## config.mk

```make
export PLATFORM = sky130hd
export DESIGN_NAME = plc_ctrl
export DESIGN_NICKNAME = d
export VERILOG_FILES = /design/src/design/plc_pkg.sv /design/src/design/plc_ctrl.sv
export SDC_FILE = /design/constraint.sdc
export NUM_CORES = 1
export LEC_CHECK = 0
export BUFFER_PORTS_ARGS = -buffer_cell sky130_fd_sc_hd__buf_2
export CAP_MARGIN = 25
export CORE_AREA = 2 2 39 41
export DETAILED_ROUTE_END_ITERATION = 16
export DIE_AREA = 0 0 41 43
export PLACE_DENSITY = 0.61
export SLEW_MARGIN = 0
export SYNTH_ARGS = -nofsm -noshare
export SYNTH_HDL_FRONTEND = slang
export SYNTH_SLANG_ARGS = --single-unit
```

## constraint.sdc

```tcl
create_clock -name clk -period 1.5 [get_ports clk]
set_input_delay 0.3 -clock clk [delete_from_list [all_inputs] [get_ports clk]]
set_output_delay 0.3 -clock clk [all_outputs]
set_load 0.02 [all_outputs]
```

## src/design/plc_pkg.sv

```systemverilog
// ----------------------------------------------------------------------------
// plc_pkg
// Shared widths, defaults and controller/datapath interface types for the
// point leader clustering core.
// ----------------------------------------------------------------------------
package plc_pkg;

	localparam int COORD_W        = 24;   // Q11.12 coordinate
	localparam int POINT_W        = 2 * COORD_W;
	localparam int RES_W          = 16;
	localparam int LIM_W          = RES_W + 1;   // 2 * resolution
	localparam int THR_W          = 2 * LIM_W;   // (2 * resolution)^2
	localparam int DIFF_W         = COORD_W;     // |a - b| fits in 24 bits
	localparam int SQ_W           = 2 * DIFF_W;
	localparam int DIST_W         = SQ_W + 1;
	localparam int IDX_W          = 6;
	localparam int LABEL_W        = 6;
	localparam int TOTAL_W        = 7;
	localparam int MAX_POINTS_DEF = 64;
	localparam logic [RES_W-1:0] RES_RESET = 16'd205;

	// controller -> datapath
	typedef struct packed {
		logic load;       // input item accepted
		logic start;      // begin clustering pass
		logic skip;       // current point already labeled
		logic seed_rd;    // read seed coordinates
		logic seed_cap;   // capture seed, open cluster
		logic scan;       // issue candidate read
		logic seed_done;  // close cluster, advance seed
		logic emit_rd;    // read next label for output
		logic clear;      // reset set state
	} cmd_t;

	// datapath -> controller
	typedef struct packed {
		logic i_end;
		logic i_labeled;
		logic j_end;
		logic pipe_empty;
		logic k_end;
		logic pend;
		logic can_load;
	} sts_t;

endpackage

```

## src/design/plc_ctrl.sv

```systemverilog
// ----------------------------------------------------------------------------
// plc_ctrl
// Sequencer: load, seed search, candidate scan, drain, result emission.
// ----------------------------------------------------------------------------
module plc_ctrl (
	input  logic          clk,
	input  logic          arst_n,
	input  logic          in_valid,
	input  logic          last_point,
	input  plc_pkg::sts_t sts,
	output logic          in_ready,
	output plc_pkg::cmd_t cmd
);
	import plc_pkg::*;

	typedef enum logic [2:0] {
		ST_LOAD,
		ST_SEEK,
		ST_SEED,
		ST_SCAN,
		ST_DRAIN,
		ST_EMIT
	} state_t;

	state_t state_q;
	state_t state_d;

	always_comb begin
		cmd     = '0;
		state_d = state_q;
		case (state_q)
			ST_LOAD: begin
				cmd.load = in_valid;
				if (in_valid && last_point) begin
					cmd.start = 1'b1;
					state_d   = ST_SEEK;
				end
			end
			ST_SEEK: begin
				if (sts.i_end) begin
					state_d = ST_EMIT;
				end else if (sts.i_labeled) begin
					cmd.skip = 1'b1;
				end else begin
					cmd.seed_rd = 1'b1;
					state_d     = ST_SEED;
				end
			end
			ST_SEED: begin
				cmd.seed_cap = 1'b1;
				state_d      = ST_SCAN;
			end
			ST_SCAN: begin
				if (sts.j_end) begin
					state_d = ST_DRAIN;
				end else begin
					cmd.scan = 1'b1;
				end
			end
			ST_DRAIN: begin
				if (sts.pipe_empty) begin
					cmd.seed_done = 1'b1;
					state_d       = ST_SEEK;
				end
			end
			ST_EMIT: begin
				cmd.emit_rd = !sts.k_end && (!sts.pend || sts.can_load);
				if (sts.k_end && !sts.pend) begin
					cmd.clear = 1'b1;
					state_d   = ST_LOAD;
				end
			end
			default: begin
				state_d = ST_LOAD;
			end
		endcase
	end

	always_ff @(posedge clk or negedge arst_n) begin
		if (!arst_n) begin
			state_q <= ST_LOAD;
		end else begin
			state_q <= state_d;
		end
	end

	assign in_ready = (state_q == ST_LOAD);

endmodule

```

# --- After elaboration in Yosys (flattened, before gate mapping) ---
# Cells that the tools add are included.
classes:
  n_eq_ne: 10
  mux: 20
  n_reduce_logical: 8
op_table:
  columns: ["op", "count"]
  rows:
  - ["two-way mux 3 bit", 6]
  - ["one-hot mux 3 bit (6 select lines)", 1]
  - ["two-way mux 1 bit", 9]
  - ["two-way mux 2 bit", 4]
  - ["== test 3 x 2 -> 1 bit, second input constant", 2]
  - ["== test 3 bit, second input constant", 2]
  - ["!= test 2 bit, second input constant", 3]
  - ["AND reduction 5 bit", 1]
  - ["== test 3 x 1 -> 1 bit, second input constant", 1]
  - ["logical AND 1 bit", 3]
  - ["zero test 3 bit", 1]
  - ["!= test 3 bit, second input constant", 1]
  - ["zero test 1 bit", 2]
  - ["!= test 2 x 1 -> 1 bit, second input constant", 1]
  - ["logical OR 1 bit", 1]
word_totals:
  register_bits: 3
  wordCells: 39

# --- Longest topological paths before layout ---
# Gate-level depths: netlist of run 1.
depth:
  ltp_word: 4
  mapped_depth: 4
  mapped_depth_nobuf: 3

# --- Worst setup path before layout of run 1 ---
# No wires, ideal clock.
synth_path:
  kind: "reg-to-output"
  from: "register state_q[2]"
  to: "output port cmd[6] (netlist name)"
  arrival_ns: 1.380
  t_required_ns: 1.200
  slack_ns: -0.180
  path_stages_with_launch: 4
  n_path_buf: 1
  path_cell_list: "dfrtp_1 -> buf_6 -> nand2b_1 -> nor4b_1"
synth_rtl:
  columns: ["item", "line", "rtl"]
  rows:
  - ["start: declaration", "plc_ctrl.sv:25", "state_t state_q;"]
  - ["start signal: assignment", "plc_ctrl.sv:83", "state_q <= state_d;"]
  - ["end: declaration", "plc_ctrl.sv:12", "output plc_pkg::cmd_t cmd"]

==> flow_metrics.tcl, run 1 <==
set metrics [dict create \
    yosys-mux-area-fraction_pct 3.113 \
    clk_transition_reported_paths_ps 40 \
    internal_power_uw 684.7 \
    layout.core_utilization_pct 45.21 \
    place.port_buffers 20 \
    detail_route.wl_per_cell_um 11.15 \
    dpl_worst_slack_ps 121.6 \
    cellPowerDensity_nw_per_um2 1862 \
    grt_pass1_wl_mm 1.504 \
    post_synth_instance_area_um2 321.6 \
    unrepaired_setup_endpoints_after_global_routing "true" \
    sequential_area_um2 77.57 \
    cts_tree "yes" \
    ys_warnings 0 \
    num-fill-cells 156 \
    ys_async_sr_fraction_pct 100.0 \
    total_leakage_power_uw 0.0003015 \
    comb_power_share_pct 71.5 \
    total_clock_buffers_created_by_cts 3 \
    setup.worst_path.start "state_q[1]" \
    die_x_um 41 \
    worst_slew_pin_slew_ps 249.9 \
    dominantRegCellSynth "sky130_fd_sc_hd__dfrtp_1" \
    synth_cell_count_leaders "sky130_fd_sc_hd__nand2_1 (4), sky130_fd_sc_hd__nor3b_1 (4), sky130_fd_sc_hd__buf_6 (3), sky130_fd_sc_hd__dfrtp_1 (3)" \
    drt_iter0_drc 3 \
    place_hpwl_um 632.5 \
    power_switching_uw 480.0 \
    pin_count_of_the_biggest_net_entering_global_routing 9 \
    synth.distinct_cells 23 \
    hold_crit_path_type "primary input to async pin" \
    post_synth_fa_ha_maj_area_fraction_pct 0 \
    largest-register "state_q" \
    p_seq_share_pct 15.5 \
    remaining_drc_errors 0 \
    first_pass_iters 4 \
    drive_above_1_share_pct 69.57 \
    via_per_inst 4.753 \
    num_antenna_cells 0 \
    gp_congestion 0.8148 \
    worst_clock_skew_ps 2.469 \
    clock_insertion_delay_worst_skew_ps 240 \
    fmaxAchievable_mhz 614.9 \
    postRouteWirelength_um 948 \
    violations "setup timing" \
    main_combinational_cell_family_by_area_after_synthesis "simple AND/OR/NAND/NOR gates" \
    vdd_drop_max_mv 0.6143 \
    cp-start-kind "flop" \
    cts_root_buf "sky130_fd_sc_hd__clkbuf_4" \
    dieHeight_um 43 \
    post-synth-top-area-fraction_pct 23.35 \
    setup.worst_path.end "cmd[6]" \
    globalRouteTotalUtil_pct 13.78 \
    totalPowerFinal_uw 1165 \
    finalWorstSetupSlack_ps -126.2 \
    start_util_pct 23.24 \
    slew_headroom_pct 83.10 \
    fin_crit_sh_pct 108.4 \
    final_net_count 81 \
    share_of_power_burned_in_the_clock_network_pct 13.0 \
    sum_neg_setup_slack_ps -627.2 \
    rows 14 \
    h-tree-depth 1 \
    largest_register_ff_count 3 \
    grt_pass1_vias 368 \
    synth-xor-area-share_pct 0 \
    syn-instance-count 37 \
    power.switching_fraction_pct 41.21 \
    syn_nets 48 \
    timing.critical_path.arrival_ps 1330 \
    ff2ff_setup_slack_ps 240 \
    synth-compound-area-share_pct 13.62 \
    critical_register_to_register_path_endpoint "state_q[0]" \
    reg_top3 "state_q (3)" \
    hold_ws_ps 377.3 \
    critical_path.endpoint_type "primary output" \
    overflow 0 \
    seq_area_frac_synth_pct 23.35 \
    max_cap_viol_count 0 \
    io_pins 21 \
    setup_viol 8 \
    synth_seq_cells 3 \
    core_region_area_um2 1384 \
    flow.area_growth_from_synthesis_pct 94.55 \
    drv_slew 0 \
    crit-reg2reg-launch "state_q[2]" \
    final-hold-violation-count 0 \
    yosys-top-cells-area "sky130_fd_sc_hd__dfrtp_1 (23%), sky130_fd_sc_hd__buf_6 (11%), sky130_fd_sc_hd__nor3b_1 (9.3%), sky130_fd_sc_hd__nor4b_1 (5.4%), sky130_fd_sc_hd__nor3_4 (5.1%)" \
    routed-via-count 404 \
    postSynthAreaPerCell_um2 8.691 \
    outcome "finished with violations" \
    required_ps 1200 \
    synth_simple_gate_area_share_pct 49.42 \
    synth-edff-count 0 \
    multi_input_gate_area_in_the_final_layout_um2 279.0 \
    layout_min_cycle_time_ps 1626 \
    r2r_cells 4 \
    netlist.top_cell.by_area "sky130_fd_sc_hd__dfrtp_1" \
    numClockSinks 3 \
    number_of_antenna_violations_at_the_first_check_in_global_routing 0 \
    cts-root-to-sink-buffers 2 \
    crit_path_max_fanout 8 \
    path_class "flop to primary output" \
    ant_nets 0 \
    fp.dieArea_um2 1763 \
]
[final cells by class]
cell class | instances | area share [%]
Multi-Input combinational cell | 31 | 44.60
Tap cell | 16 | 3.200
Timing Repair Buffer | 31 | 35.60
Sequential cell | 3 | 12.40
Clock buffer | 4 | 4.200
[metrics by stage]
step           instances  cell area, µm²
6_report              85           625.6
5_1_grt               85           625.6
4_1_cts               83           569.3
3_5_place_dp          75           457.9
3_3_place_gp          75           457.9
2_1_floorplan         37           334.1
[logic make-up (layout without fill, tap and decap cells)]
family	Yosys count	after routing
multiplexers	1	1
AND/OR/NAND/NOR	24	24
flip-flops	3	3
buffers and inverters	3	35
AO/OA/AOI/OAI	6	6
[how the worst min path moves through the flow]
stage / startpoint / endpoint / slack [ps] / depth (start not counted)
floorplan: arst_n / state_q[0] / 4 / 0
global placement: arst_n / state_q[1] / 100 / 1
detailed placement: arst_n / state_q[0] / 100 / 1
CTS: arst_n / state_q[1] / 380 / 2
global route: arst_n / state_q[2] / 400 / 2
finish: arst_n / state_q[2] / 380 / 2
[power by group through the flow]
stage / clock [µW] / combinational [µW] / sequential (µW)
after floorplan: 0 / 478 / 140
after global placement: 0 / 573 / 177
after detailed placement: 0 / 574 / 180
after CTS: 152 / 714 / 184
after global routing: 160 / 902 / 188
final: 151 / 833 / 181
[worst max-delay path, cell delays in order, from the launching register on]
cell and delay, ps:
sky130_fd_sc_hd__dfrtp_1 400, sky130_fd_sc_hd__buf_4 150, sky130_fd_sc_hd__buf_6 130, sky130_fd_sc_hd__nor4b_4 240, sky130_fd_sc_hd__buf_4 170
[cell usage in the layout, fill, tap and decap left out, types with 2 or more instances in the layout]
cell,n
sky130_fd_sc_hd__buf_4,15
sky130_fd_sc_hd__buf_2,11
sky130_fd_sc_hd__nor3b_2,4
sky130_fd_sc_hd__buf_6,4
sky130_fd_sc_hd__nand2_1,3
sky130_fd_sc_hd__clkbuf_4,3
sky130_fd_sc_hd__nand2b_4,2
sky130_fd_sc_hd__nor2_1,2
sky130_fd_sc_hd__dfrtp_2,2
[timing repair]
| action | in CTS | in global routing |
|---|---|---|
| endpoints found under the hold margin | 3 | 0 |
| setup endpoints to repair | 9 | 10 |
| hold buffers | 1 | 0 |
| buffers inserted | 3 | 2 |
| pin swaps | 4 | 4 |
| gates resized for setup | 15 | 10 |
[per-layer routing]
layer  routed length, µm  GRT usage [%]  vias to the layer above
met5                   0              0                        -
met4                  53          16.00                        0
met3                  58          4.712                        4
met2                 477          19.69                       17
met1                 360          13.27                      183
li1                    -              -                      200
No activity file was read; power rests on OpenSTA's default activity.
==> run 2: changes to the inputs <==
--- a/config.mk
+++ b/config.mk
@@ -7,9 +7,9 @@
 export LEC_CHECK = 0
 export BUFFER_PORTS_ARGS = -buffer_cell sky130_fd_sc_hd__buf_2
 export CAP_MARGIN = 25
-export CORE_AREA = 2 2 39 41
+export CORE_AREA = 5 5 42 44
 export DETAILED_ROUTE_END_ITERATION = 16
-export DIE_AREA = 0 0 41 43
+export DIE_AREA = 0 0 47 49
 export PLACE_DENSITY = 0.61
 export SLEW_MARGIN = 0
 export SYNTH_ARGS = -nofsm -noshare
==> run 2 against run 1 <==
The run still ends with setup timing left. Fmax up 3.2%. Sequential power barely moved. Combinational power up 2%. Sequential cell count stayed put. Critical path type unchanged.
==> flow_metrics.tcl, run 2 (synthesized netlist as in run 1, its figures left out) <==
set metrics [dict create \
    layout_common_cells "sky130_fd_sc_hd__buf_4 (15), sky130_fd_sc_hd__buf_2 (11), sky130_fd_sc_hd__buf_6 (5)" \
    clk_transition_reported_paths_ps 40 \
    grt_pass1_vias 393 \
    crit-reg2reg-launch "state_q[1]" \
    max_stage_delay_ps 390 \
    slew_headroom_pct 82.89 \
    violations "setup timing" \
    ff2ff_setup_slack_ps 160 \
    pin_count_of_the_biggest_net_entering_global_routing 10 \
    sequential_area_um2 77.57 \
    flow.area_growth_from_synthesis_pct 93.39 \
    largest-register "state_q" \
    final-hold-violation-count 0 \
    clock_insertion_delay_worst_skew_ps 230 \
    dieHeight_um 49 \
    layout_min_cycle_time_ps 1575 \
    postRouteWirelength_um 999 \
    timing.critical_path.arrival_ps 1280 \
    r2r_cells 6 \
    fp.dieArea_um2 2303 \
    io_pins 21 \
    drv_slew 0 \
    worst_slew_pin_slew_ps 253.2 \
    first_pass_iters 4 \
    routed-via-count 390 \
    rows 14 \
    critical_register_to_register_path_endpoint "state_q[0]" \
    path_class "flop to primary output" \
    drt_iter0_drc 6 \
    cp-start-kind "flop" \
    gp_congestion 0.7275 \
    cellPowerDensity_nw_per_um2 1880 \
    unrepaired_setup_endpoints_after_global_routing "true" \
    max_cap_viol_count 0 \
    globalRouteTotalUtil_pct 9.174 \
    place.port_buffers 20 \
    drive_above_1_share_pct 68.57 \
    cts_root_buf "sky130_fd_sc_hd__clkbuf_4" \
    remaining_drc_errors 0 \
    core_region_area_um2 1401 \
    worstPathCellList "buf_6 > nor3_4 > and3_1 > buf_6" \
    final_net_count 82 \
    overflow 0 \
    critical_path.endpoint_type "primary output" \
    critical-path-top-cell-by-count "sky130_fd_sc_hd__buf_6" \
    via_per_inst 4.535 \
    place_hpwl_um 686.6 \
    multi_input_gate_area_in_the_final_layout_um2 264.0 \
    required_ps 1200 \
    ant_nets 0 \
    fmaxAchievable_mhz 634.9 \
    die_x_um 47 \
    grt_pass1_wl_mm 1.524 \
    fin_crit_sh_pct 105.0 \
    outcome "finished with violations" \
    largest_register_ff_count 3 \
    setup_viol 5 \
    sum_neg_setup_slack_ps -221.5 \
    critical_path.slowest_cell "sky130_fd_sc_hd__dfrtp_1" \
    numClockSinks 3 \
    finalWorstSetupSlack_ps -75.15 \
    num_antenna_cells 0 \
    worst_clock_skew_ps 0.5736 \
    cts_tree "yes" \
    hold_crit_path_type "primary input to async pin" \
    total_clock_buffers_created_by_cts 3 \
    vdd_drop_max_mv 0.5531 \
    crit_path_max_fanout 8 \
    start_util_pct 22.95 \
    layout.core_utilization_pct 44.38 \
    final_common_cell "sky130_fd_sc_hd__buf_4" \
    total_leakage_power_uw 0.0003010 \
    cts-root-to-sink-buffers 2 \
    number_of_antenna_violations_at_the_first_check_in_global_routing 0 \
    detail_route.wl_per_cell_um 11.62 \
    num-fill-cells 141 \
    reg_top3 "state_q (3)" \
    h-tree-depth 1 \
]
==> run 2: cell types whose count changed in the layout (fill, tap and decap cells not counted), sizes merged <==
cell and delta:
buf +1
==> run 2: metrics by stage <==
| stage | total power [µW] | setup slack (ps) | instances | area [µm²] | hold slack, ps |
|---|---|---|---|---|---|
| final | 1169 | -75.15 | 86 | 621.8 | 392.9 |
| after floorplan | 617.5 | 18.40 | 37 | 334.1 | 4.409 |
| after CTS | 1099 | -65.28 | 84 | 574.3 | 387.0 |
| after global routing | 1259 | -124.2 | 86 | 621.8 | 402.6 |
| after detailed placement | 703.9 | 62.93 | 72 | 435.4 | 99.02 |
| after global placement | 697.3 | 91.79 | 72 | 435.4 | 97.92 |
==> run 2: routing by layer <==
layer | global-route usage, % | part of all wire, % | vias up
met4 | 9.217 | 0 | 0
met2 | 13.80 | 55 | 12
li1 | - | - | 200
met3 | 3.321 | 8.3 | 0
met5 | 0 | 0 | -
met1 | 8.850 | 37 | 178
==> run 2: worst max-delay path: cells and delay by family (launching register included) <==
| family | cells | cell delay [ps] |
|---|---|---|
| and+or+nand+nor | 2 | 400 |
| DFF | 1 | 390 |
| buffers and inverters | 2 | 270 |
==> run 2: repair_timing <==
action | in CTS | in global routing
gates resized for setup | 15 | 9
endpoints found under the setup margin | 10 | 10
hold buffers | 1 | 0
setup buffers | 7 | 2
pin swaps | 5 | 3
endpoints found under the hold margin | 3 | 0
==> run 2: worst max-delay path by stage <==
stage | endpoint | slack (ps) | from
floorplan | cmd[0] | 20 | state_q[2]
global placement | cmd[6] | 90 | state_q[2]
CTS | cmd[6] | -70 | state_q[2]
detailed placement | cmd[0] | 60 | state_q[2]
finish | cmd[7] | -80 | state_q[1]
global route | cmd[7] | -120 | state_q[1]
==> run 2: report_power, final <==
group / switching [µW] / total (µW) / leakage, µW / internal, µW
logic: 375 / 846 / 0.000251 / 471
registers: 56.2 / 182 / 0.0000353 / 126
clock network: 41.5 / 141 / 0.0000150 / 99.7
==> run 2: area by class of cell <==
| cell class | count | share of cell area (%) |
|---|---|---|
| clock buffer | 4 | 4.225 |
| multi-input combinational | 31 | 42.45 |
| sequential | 3 | 12.47 |
| tap | 16 | 3.219 |
| timing repair buffer | 32 | 37.63 |
